`config.mk`:
```
export PLATFORM = sky130hd
export DESIGN_NAME = json_string_unescape_decoder_top_flat
export DESIGN_NICKNAME = d
export VERILOG_FILES = /design/src/hdl/jsu_pkg.sv /design/src/hdl/jsu_in_if.sv /design/src/hdl/jsu_out_if.sv /design/src/hdl/json_string_unescape_decoder_top.sv /design/src/hdl/jsu_front.sv /design/src/hdl/jsu_fifo.sv /design/src/hdl/jsu_back.sv /design/src/flat_wrapper.sv
export SDC_FILE = /design/constraint.sdc
export NUM_CORES = 1
export LEC_CHECK = 0
export ABC_AREA = 1
export CELL_PAD_IN_SITES_DETAIL_PLACEMENT = 0
export CELL_PAD_IN_SITES_GLOBAL_PLACEMENT = 1
export CORE_ASPECT_RATIO = 1.25
export CORE_MARGIN = 2
export CORE_UTILIZATION = 40
export CTS_CLUSTER_DIAMETER = 80
export DETAILED_ROUTE_END_ITERATION = 10
export DONT_BUFFER_PORTS = 1
export PLACE_DENSITY_LB_ADDON = 0.1
export SLEW_MARGIN = 10
export SYNTH_ARGS = -nofsm -noshare
export SYNTH_HDL_FRONTEND = slang
export SYNTH_SLANG_ARGS = --single-unit
```
`constraint.sdc`:
```
create_clock -name i_clk -period 4.8 [get_ports i_clk]
set_input_delay 0.72 -clock i_clk [delete_from_list [all_inputs] [get_ports i_clk]]
set_output_delay 0.72 -clock i_clk [all_outputs]
set_load 0.05 [all_outputs]
```
`src/hdl/jsu_pkg.sv`:
```
// Package for the JSON string unescape decoder: result kinds, result and
// group types, queue depth default. No dependencies.
`timescale 1ns / 1ps

package jsu_pkg;

    localparam logic [1:0] KIND_BYTE = 2'd0;
    localparam logic [1:0] KIND_DONE = 2'd1;
    localparam logic [1:0] KIND_BAD  = 2'd2;

    localparam int MAX_RESULTS = 4;
    localparam int FIFO_DEPTH  = 4;

    typedef struct packed {
        logic [7:0] out_byte;
        logic [1:0] kind;
    } t_result;

    // results caused by one input transaction; cnt is 1 to 4
    typedef struct packed {
        logic [2:0]                     cnt;
        t_result [MAX_RESULTS-1:0]      res;
    } t_group;

endpackage

```
`src/hdl/jsu_in_if.sv`:
```
// Input channel of the unescape decoder: raw byte and end-of-text mark.
// No dependencies.
`timescale 1ns / 1ps

interface jsu_in_if;
    logic       valid;
    logic       ready;
    logic [7:0] in_byte;
    logic       end_of_text;

    modport source (output valid, output in_byte, output end_of_text, input ready);
    modport sink   (input valid, input in_byte, input end_of_text, output ready);
endinterface

```
`src/hdl/jsu_out_if.sv`:
```
// Output channel of the unescape decoder: decoded byte, kind and last flag.
// No dependencies.
`timescale 1ns / 1ps

interface jsu_out_if;
    logic       valid;
    logic       ready;
    logic [7:0] out_byte;
    logic [1:0] kind;
    logic       last;

    modport source (output valid, output out_byte, output kind, output last, input ready);
    modport sink   (input valid, input out_byte, input kind, input last, output ready);
endinterface

```
`src/hdl/json_string_unescape_decoder_top.sv`:
```
// JSON string unescape decoder, top level: front end, group queue, back end.
// Each group is registered in the queue and offered after earlier groups drain.
// Throughput: one input byte per cycle; each queued group drains one result per
// cycle while ready, so multi-result bytes stall input once four groups wait.
// Reset: synchronous active low; parser waits for an opening quote, queue empty.
// Depends on jsu_pkg, jsu_in_if, jsu_out_if, jsu_front, jsu_fifo, jsu_back.
`timescale 1ns / 1ps

module json_string_unescape_decoder_top import jsu_pkg::*; #(
    parameter int P_FIFO_DEPTH = FIFO_DEPTH
) (
    input  logic      i_clk,
    input  logic      i_rst_n,
    jsu_in_if.sink    i_in,
    jsu_out_if.source o_out
);

    logic   full, empty, push, pop, accept;
    t_group grp, head;

    assign i_in.ready = !full;
    assign accept     = i_in.valid && !full;

    jsu_front u_front (
        .i_clk    (i_clk),
        .i_rst_n  (i_rst_n),
        .i_accept (accept),
        .i_byte   (i_in.in_byte),
        .i_eot    (i_in.end_of_text),
        .o_push   (push),
        .o_group  (grp)
    );

    jsu_fifo #(.DEPTH(P_FIFO_DEPTH)) u_fifo (
        .i_clk   (i_clk),
        .i_rst_n (i_rst_n),
        .i_push  (push),
        .i_data  (grp),
        .i_pop   (pop),
        .o_full  (full),
        .o_empty (empty),
        .o_head  (head)
    );

    jsu_back u_back (
        .i_clk   (i_clk),
        .i_rst_n (i_rst_n),
        .i_empty (empty),
        .i_head  (head),
        .i_ready (o_out.ready),
        .o_valid (o_out.valid),
        .o_byte  (o_out.out_byte),
        .o_kind  (o_out.kind),
        .o_last  (o_out.last),
        .o_pop   (pop)
    );

endmodule

```
`src/hdl/jsu_front.sv`:
```
// Front end: parser state and classification of each input byte into a
// group of up to four results. Depends on jsu_pkg.
`timescale 1ns / 1ps

module jsu_front import jsu_pkg::*; (
    input  logic       i_clk,
    input  logic       i_rst_n,
    input  logic       i_accept,
    input  logic [7:0] i_byte,
    input  logic       i_eot,
    output logic       o_push,
    output t_group     o_group
);

    typedef enum logic [4:0] {
        PH_OPEN = 5'b00001,
        PH_BODY = 5'b00010,
        PH_ESC  = 5'b00100,
        PH_HEX  = 5'b01000,
        PH_WAIT = 5'b10000
    } t_phase;

    t_phase      r_phase, n_phase;
    logic [1:0]  r_hex, n_hex;
    logic [15:0] r_cp, n_cp;

    function automatic logic [4:0] hex_value(input logic [7:0] b);
        if (b >= 8'h30 && b <= 8'h39) return {1'b0, 4'(b - 8'h30)};
        if (b >= 8'h61 && b <= 8'h66) return {1'b0, 4'(b - 8'h57)};
        if (b >= 8'h41 && b <= 8'h46) return {1'b0, 4'(b - 8'h37)};
        return 5'h10;
    endfunction

    logic [2:0]  n;
    logic [4:0]  v;
    logic [15:0] cp;
    t_group      grp;

    always_comb begin
        n_phase = r_phase;
        n_hex   = r_hex;
        n_cp    = r_cp;
        grp     = '0;
        n       = 3'd0;
        v       = hex_value(i_byte);
        cp      = {r_cp[11:0], v[3:0]};
        unique case (r_phase)
            PH_OPEN: begin
                if (i_byte == 8'h22) begin
                    n_phase = PH_BODY;
                    n_hex   = 2'd0;
                    n_cp    = 16'd0;
                end else begin
                    grp.res[n[1:0]] = '{8'h00, KIND_BAD};
                    n = n + 3'd1;
                    n_phase = PH_WAIT;
                end
            end
            PH_BODY: begin
                if (i_byte == 8'h22) begin
                    grp.res[n[1:0]] = '{8'h00, KIND_DONE};
                    n = n + 3'd1;
                    n_phase = PH_WAIT;
                end else if (i_byte == 8'h5c) begin
                    n_phase = PH_ESC;
                end else begin
                    grp.res[n[1:0]] = '{i_byte, KIND_BYTE};
                    n = n + 3'd1;
                end
            end
            PH_ESC: begin
                n_phase = PH_BODY;
                unique case (i_byte)
                    8'h22, 8'h5c, 8'h2f: begin
                        grp.res[n[1:0]] = '{i_byte, KIND_BYTE};
                        n = n + 3'd1;
                    end
                    8'h62: begin
                        grp.res[n[1:0]] = '{8'h08, KIND_BYTE};
                        n = n + 3'd1;
                    end
                    8'h66: begin
                        grp.res[n[1:0]] = '{8'h0c, KIND_BYTE};
                        n = n + 3'd1;
                    end
                    8'h6e: begin
                        grp.res[n[1:0]] = '{8'h0a, KIND_BYTE};
                        n = n + 3'd1;
                    end
                    8'h72: begin
                        grp.res[n[1:0]] = '{8'h0d, KIND_BYTE};
                        n = n + 3'd1;
                    end
                    8'h74: begin
                        grp.res[n[1:0]] = '{8'h09, KIND_BYTE};
                        n = n + 3'd1;
                    end
                    8'h75: begin
                        n_phase = PH_HEX;
                        n_hex   = 2'd0;
                        n_cp    = 16'd0;
                    end
                    default: begin
                        grp.res[n[1:0]] = '{8'h00, KIND_BAD};
                        n = n + 3'd1;
                        n_phase = PH_WAIT;
                    end
                endcase
            end
            PH_HEX: begin
                if (v[4]) begin
                    grp.res[n[1:0]] = '{8'h00, KIND_BAD};
                    n = n + 3'd1;
                    n_phase = PH_WAIT;
                end else begin
                    n_cp = cp;
                    if (r_hex == 2'd3) begin
                        if (cp < 16'h0080) begin
                            grp.res[0] = '{cp[7:0], KIND_BYTE};
                            n = 3'd1;
                        end else if (cp < 16'h0800) begin
                            grp.res[0] = '{{3'b110, cp[10:6]}, KIND_BYTE};
                            grp.res[1] = '{{2'b10, cp[5:0]}, KIND_BYTE};
                            n = 3'd2;
                        end else begin
                            grp.res[0] = '{{4'b1110, cp[15:12]}, KIND_BYTE};
                            grp.res[1] = '{{2'b10, cp[11:6]}, KIND_BYTE};
                            grp.res[2] = '{{2'b10, cp[5:0]}, KIND_BYTE};
                            n = 3'd3;
                        end
                        n_hex   = 2'd0;
                        n_phase = PH_BODY;
                    end else begin
                        n_hex = r_hex + 2'd1;
                    end
                end
            end
            default: ;
        endcase

        if (i_eot) begin
            if (n_phase == PH_BODY || n_phase == PH_ESC || n_phase == PH_HEX) begin
                grp.res[n[1:0]] = '{8'h00, KIND_BAD};
                n = n + 3'd1;
            end
            n_phase = PH_OPEN;
            n_hex   = 2'd0;
            n_cp    = 16'd0;
        end
        grp.cnt = n;
    end

    assign o_push  = i_accept && (n != 3'd0);
    assign o_group = grp;

    always_ff @(posedge i_clk) begin
        if (!i_rst_n) begin
            r_phase <= PH_OPEN;
            r_hex   <= 2'd0;
            r_cp    <= 16'd0;
        end else if (i_accept) begin
            r_phase <= n_phase;
            r_hex   <= n_hex;
            r_cp    <= n_cp;
        end
    end

endmodule

```
`src/hdl/jsu_fifo.sv`:
```
// Result group queue between front and back end, register storage with
// combinational head. Depends on jsu_pkg.
`timescale 1ns / 1ps

module jsu_fifo import jsu_pkg::*; #(
    parameter int DEPTH = FIFO_DEPTH
) (
    input  logic   i_clk,
    input  logic   i_rst_n,
    input  logic   i_push,
    input  t_group i_data,
    input  logic   i_pop,
    output logic   o_full,
    output logic   o_empty,
    output t_group o_head
);

    localparam int PW = (DEPTH > 1) ? $clog2(DEPTH) : 1;
    localparam int CW = $clog2(DEPTH + 1);
    localparam logic [PW-1:0] LAST_PTR = PW'(DEPTH - 1);
    localparam logic [CW-1:0] FULL_CNT = CW'(DEPTH);

    t_group        r_mem [DEPTH];
    logic [PW-1:0] r_wr, r_rd;
    logic [CW-1:0] r_cnt;
    logic          do_push, do_pop;

    assign o_full  = (r_cnt == FULL_CNT);
    assign o_empty = (r_cnt == '0);
    assign o_head  = r_mem[r_rd];
    assign do_push = i_push && !o_full;
    assign do_pop  = i_pop && !o_empty;

    always_ff @(posedge i_clk) begin
        if (do_push) begin
            r_mem[r_wr] <= i_data;
        end
    end

    always_ff @(posedge i_clk) begin
        if (!i_rst_n) begin
            r_wr  <= '0;
            r_rd  <= '0;
            r_cnt <= '0;
        end else begin
            if (do_push) begin
                r_wr <= (r_wr == LAST_PTR) ? '0 : r_wr + PW'(1);
            end
            if (do_pop) begin
                r_rd <= (r_rd == LAST_PTR) ? '0 : r_rd + PW'(1);
            end
            if (do_push && !do_pop) begin
                r_cnt <= r_cnt + CW'(1);
            end else if (do_pop && !do_push) begin
                r_cnt <= r_cnt - CW'(1);
            end
        end
    end

endmodule

```
`src/hdl/jsu_back.sv`:
```
// Back end: serializes the head result group into one result per
// transaction and marks the last one. Depends on jsu_pkg.
`timescale 1ns / 1ps

module jsu_back import jsu_pkg::*; (
    input  logic       i_clk,
    input  logic       i_rst_n,
    input  logic       i_empty,
    input  t_group     i_head,
    input  logic       i_ready,
    output logic       o_valid,
    output logic [7:0] o_byte,
    output logic [1:0] o_kind,
    output logic       o_last,
    output logic       o_pop
);

    logic [1:0] r_idx;
    logic [2:0] cnt_m1;
    logic       fire;

    assign cnt_m1  = i_head.cnt - 3'd1;
    assign o_valid = !i_empty;
    assign o_byte  = i_head.res[r_idx].out_byte;
    assign o_kind  = i_head.res[r_idx].kind;
    assign o_last  = (r_idx == cnt_m1[1:0]);
    assign fire    = o_valid && i_ready;
    assign o_pop   = fire && o_last;

    always_ff @(posedge i_clk) begin
        if (!i_rst_n) begin
            r_idx <= 2'd0;
        end else if (fire) begin
            r_idx <= o_last ? 2'd0 : r_idx + 2'd1;
        end
    end

endmodule

```
`src/flat_wrapper.sv`:
```
// flat-port wrapper written by rule: the top's interface ports become plain ports
module json_string_unescape_decoder_top_flat import jsu_pkg::*;
#(
    parameter int P_FIFO_DEPTH = FIFO_DEPTH
)
  (i_clk, i_rst_n, i_in_valid, i_in_in_byte, i_in_end_of_text, i_in_ready, o_out_valid, o_out_out_byte, o_out_kind, o_out_last, o_out_ready);
  jsu_in_if i_in_i ();
  jsu_out_if o_out_i ();
  input  logic i_clk;
  input  logic i_rst_n;
  input wire logic [$bits(i_in_i.valid)-1:0] i_in_valid;
  input wire logic [$bits(i_in_i.in_byte)-1:0] i_in_in_byte;
  input wire logic [$bits(i_in_i.end_of_text)-1:0] i_in_end_of_text;
  output wire logic [$bits(i_in_i.ready)-1:0] i_in_ready;
  output wire logic [$bits(o_out_i.valid)-1:0] o_out_valid;
  output wire logic [$bits(o_out_i.out_byte)-1:0] o_out_out_byte;
  output wire logic [$bits(o_out_i.kind)-1:0] o_out_kind;
  output wire logic [$bits(o_out_i.last)-1:0] o_out_last;
  input wire logic [$bits(o_out_i.ready)-1:0] o_out_ready;
  assign i_in_i.valid = i_in_valid;
  assign i_in_i.in_byte = i_in_in_byte;
  assign i_in_i.end_of_text = i_in_end_of_text;
  assign i_in_ready = i_in_i.ready;
  assign o_out_valid = o_out_i.valid;
  assign o_out_out_byte = o_out_i.out_byte;
  assign o_out_kind = o_out_i.kind;
  assign o_out_last = o_out_i.last;
  assign o_out_i.ready = o_out_ready;
  json_string_unescape_decoder_top #(.P_FIFO_DEPTH(P_FIFO_DEPTH)) u_core (.i_clk(i_clk), .i_rst_n(i_rst_n), .i_in(i_in_i), .o_out(o_out_i));
endmodule
```
==> summary.md <==
| Metric | Value |
|---|---|
| Worst-path clk slew | `around 0.060 ns` |
| Worst path slowest cell | `fa_1` |
| Initial cell density of the core | `0.405` |
| Initial antenna violation count | `0` |
| IO Port Bufs | `0` |
| Hold WC Path Type | `in2reg` |
| # rows | `between 50 and 60` |
| Crit path buffers/inverters | `6` |
| Reg-to-Reg End | `u_core.u_fifo.r_cnt[2]` |
| Ant. Diodes | `0` |
| Worst R2R Setup Slack | `between 0.9 and 1 ns` |
| DP HPWL | `around 12 mm` |
| Layout cell share with drive strength beyond 1 | `0.0838` |
| Net Count, Synth | `between 700 and 800` |
| Global-route wire length before repair | `~28 mm` |
| Layout area overhead | `12.5%` |
| Bufs on Longest Clock Path | `2` |
| Max-slew violation count | `0` |
| Number of setup buffers added after CTS | `0` |
| WL/cell | `roughly 18 um` |
| Ys async rst share | `0` |
| R2R depth | `24` |
| Synth unique cells | `36` |
| GRT Resource Usage Total | `0.199` |
| Via count | `5356` |
| Clk root buf | `clkbuf_16` |
| CP Class | `reg2reg` |
| Final setup fails | `0` |
| Ys flop type | `edfxtp_1` |
| Startpoint of the worst setup timing path | `u_core.u_front.r_cp[10]` |
| Mean Syn Cell Area | `a little over 9 um2` |
| Crit path required time | `a little over 5 ns` |
| Crit-path cells | `inv_1, nand4_1, nor2_1, buf_4, nand2_1, nor2_1, inv_1, nand2_1, nand2_1, nand3_1, inv_1, ha_1, nand3_1, nand2_2, nand3_4, nand2_2, inv_1, ha_1, inv_1, fa_1, a21oi_1, o21ai_0, o21ai_0, a21oi_1` |
| Num CTS Buffers | `17` |
| Largest net degree at the start of global routing | `roughly 60` |
| Die Y | `approximately 150 um` |
| Pre-antenna DRT Iters | `4` |
| Critical Path Source Type | `flip-flop` |
| Slew HR | `0.278` |
| Die area | `~19000 um2` |
| Final hold vios | `0` |
| Sequential share of the synthesized area | `0.581` |
| Die Span X | `approximately 120 um` |
| Final RePlAce weighted congestion | `between 0.8 and 0.9` |
| Hold_buf cts | `0` |
| Hold path startpoint | `i_rst_n` |
| Vias in the first global route | `5340` |
| Post-CTS sizing | `0` |
| Vias per Instance | `approximately 5.4` |
| Antenna Violating Nets Remaining | `0` |
| RSZ-0062 raised after global routing | `no` |
| Synth Register Bits | `about 150` |
| CTS tree | `done` |
| Status | `finished, final reports clean` |
| Critical Path AT | `between 4 and 5 ns` |
| Grt ovf | `0` |
| MaxCap Viol Count | `0` |
| Static Leak | `roughly 3 nW` |
| Top Family by Delay on Critical Path | `simple AND/OR/NAND/NOR gates` |
| Post-route DRC | `0` |
| Worst flop-to-flop path startpoint | `u_core.u_front.r_cp[10]` |
| Pwr Total | `approximately 4.1 mW` |
| Number of synthesized flops with an enable pin | `between 100 and 150` |
| Post-Route Skew | `between 0.009 and 0.01 ns` |
| Max Fanout on Critical Path | `11` |
| Post-Syn Area | `approximately 7000 um2` |
| Actual slew at the worst max-slew pin | `between 1 and 1.5 ns` |
| Latest clock arrival within the worst-skew pair | `0.42 ns` |
| CP endpoint kind | `flip-flop` |
| # IOs | `26` |
| CP max stage delay | `about 0.45 ns` |
| Setup TNS | `0 ns` |
| Final period util | `0.796` |
| CP Capture Point | `u_core.u_fifo.r_cnt[2]` |
| Area of the core | `between 15000 and 20000 um2` |
| Ys Warns | `0` |
| CTS sink count | `around 150` |
| Worst path most repeated cell | `inv_1` |
| Hold Crit Depth | `1` |
| CTS H-tree depth | `4` |
| Min Tclk post-route | `between 3 and 4 ns` |
| Drt first-iter violations | `roughly 400` |
| Peak VDD IR | `a little under 0.0002 V` |
| WL final | `between 15 and 20 mm` |
| F_max | `approximately 260 MHz` |
| CP Depth | `24` |
| # nets final | `a little under 800` |
| Mapped Cells | `758` |
| Power Dens Cells | `between 500 and 600 nW/um2` |
==> cell usage after synthesis, drive strengths merged (3+ instances only) <==
cell type    n  area share
a211oi      12       0.013
a21oi       42       0.030
a31oi        4      0.0036
clkbuf      23       0.012
dfxtp       30       0.085
edfxtp     116        0.50
ha          15       0.027
inv         85       0.045
nand2      132       0.073
nand3       49       0.040
nand4        6      0.0053
nor2       122       0.068
nor3         5      0.0043
o21ai       70       0.050
o22ai       27       0.024
xor2         3      0.0037
==> cells in the final DEF, fill, tap and decap left out, types with 2 or more instances in the layout <==
master	netlist	routed
nand4_1	6	6
clkbuf_16	0	17
clkinv_2	0	3
edfxtp_1	116	116
nor2_1	117	113
buf_4	0	11
inv_1	80	80
xor2_1	3	3
a221oi_1	2	2
a211oi_1	12	12
a32o_1	2	2
clkbuf_1	23	3
bufinv_16	0	4
nand3_1	43	43
nand3_2	5	5
nand2_2	6	6
ha_1	15	15
nand2_1	126	126
nor3_1	4	4
o22ai_1	27	27
o221ai_1	2	2
nor2_2	4	8
o21ai_0	70	70
inv_2	5	5
clkinv_1	0	3
a21oi_1	42	42
dfxtp_1	30	29
a31oi_1	4	4
==> per-stage QoR <==
step / hold WS (ns) / worst slack [ns] / cells / cell area (um2) / util
floorplan: 0.449 / 0.759 / 758 / 7030 / -
global placement: 0.460 / 0.804 / 968 / 7310 / 0.421
detailed placement: 0.463 / 0.717 / 968 / 7310 / 0.421
CTS: 0.365 / 0.969 / 1000 / 7910 / 0.455
global route: 0.381 / 0.424 / 1000 / 7910 / 0.455
finish: 0.388 / 0.980 / 1000 / 7910 / 0.455
==> worst min path at each step <==
stage                                end  slack [ns]
2_1_floorplan    u_core.u_front.r_hex[1]        0.45
3_3_place_gp     u_core.u_front.r_hex[1]        0.46
3_5_place_dp     u_core.u_front.r_hex[1]        0.46
4_1_cts        u_core.u_front.r_phase[0]        0.36
5_1_grt        u_core.u_front.r_phase[0]        0.38
6_report       u_core.u_front.r_phase[0]        0.39
==> flip-flops by register name, indices dropped and copies added (netlist names), named ones only <==
register,cells
u_core.u_front.r_phase,5
u_core.u_fifo.r_wr,2
u_core.u_front.r_cp,12
u_core.u_back.r_idx,2
u_core.u_fifo.r_mem,116
u_core.u_front.r_hex,2
u_core.u_fifo.r_rd,2
u_core.u_fifo.r_cnt,3
==> logic make-up (layout without fill, tap and decap cells) <==
kind of cell / count (synthesis) / after routing / synth area share
xor gates and xnor gates: 3 / 3 / 0.00374
DFF: 146 / 146 / 0.581
buffers and inverters: 110 / 128 / 0.0591
AOI/OAI and AO/OA: 166 / 166 / 0.133
adders and majority gates: 16 / 16 / 0.0296
and+or+nand+nor: 317 / 317 / 0.193
==> per-layer routing <==
layer	track usage	vias to the layer above	part of all wire
met5	0	-	0
met3	0.0400	21	0.041
met4	0.0673	0	0.021
li1	-	2612	-
met1	0.245	2596	0.43
met2	0.344	127	0.51
==> final cells by class <==
cell class / count / area, um2
well taps: 224 / 280
flip-flops and latches: 146 / 4090
inverters: 85 / 319
clock buffers: 20 / 437
clock inverters: 12 / 163
repair buffers: 11 / 82.6
fillers: 1652 / 9460
multi-input cells: 502 / 2540
==> report_power, final <==
group	switching, mW	internal [mW]
clock network	0.480	0.862
registers	0.0628	1.55
logic	0.919	0.271
No activity file was read; power rests on OpenSTA's default activity.
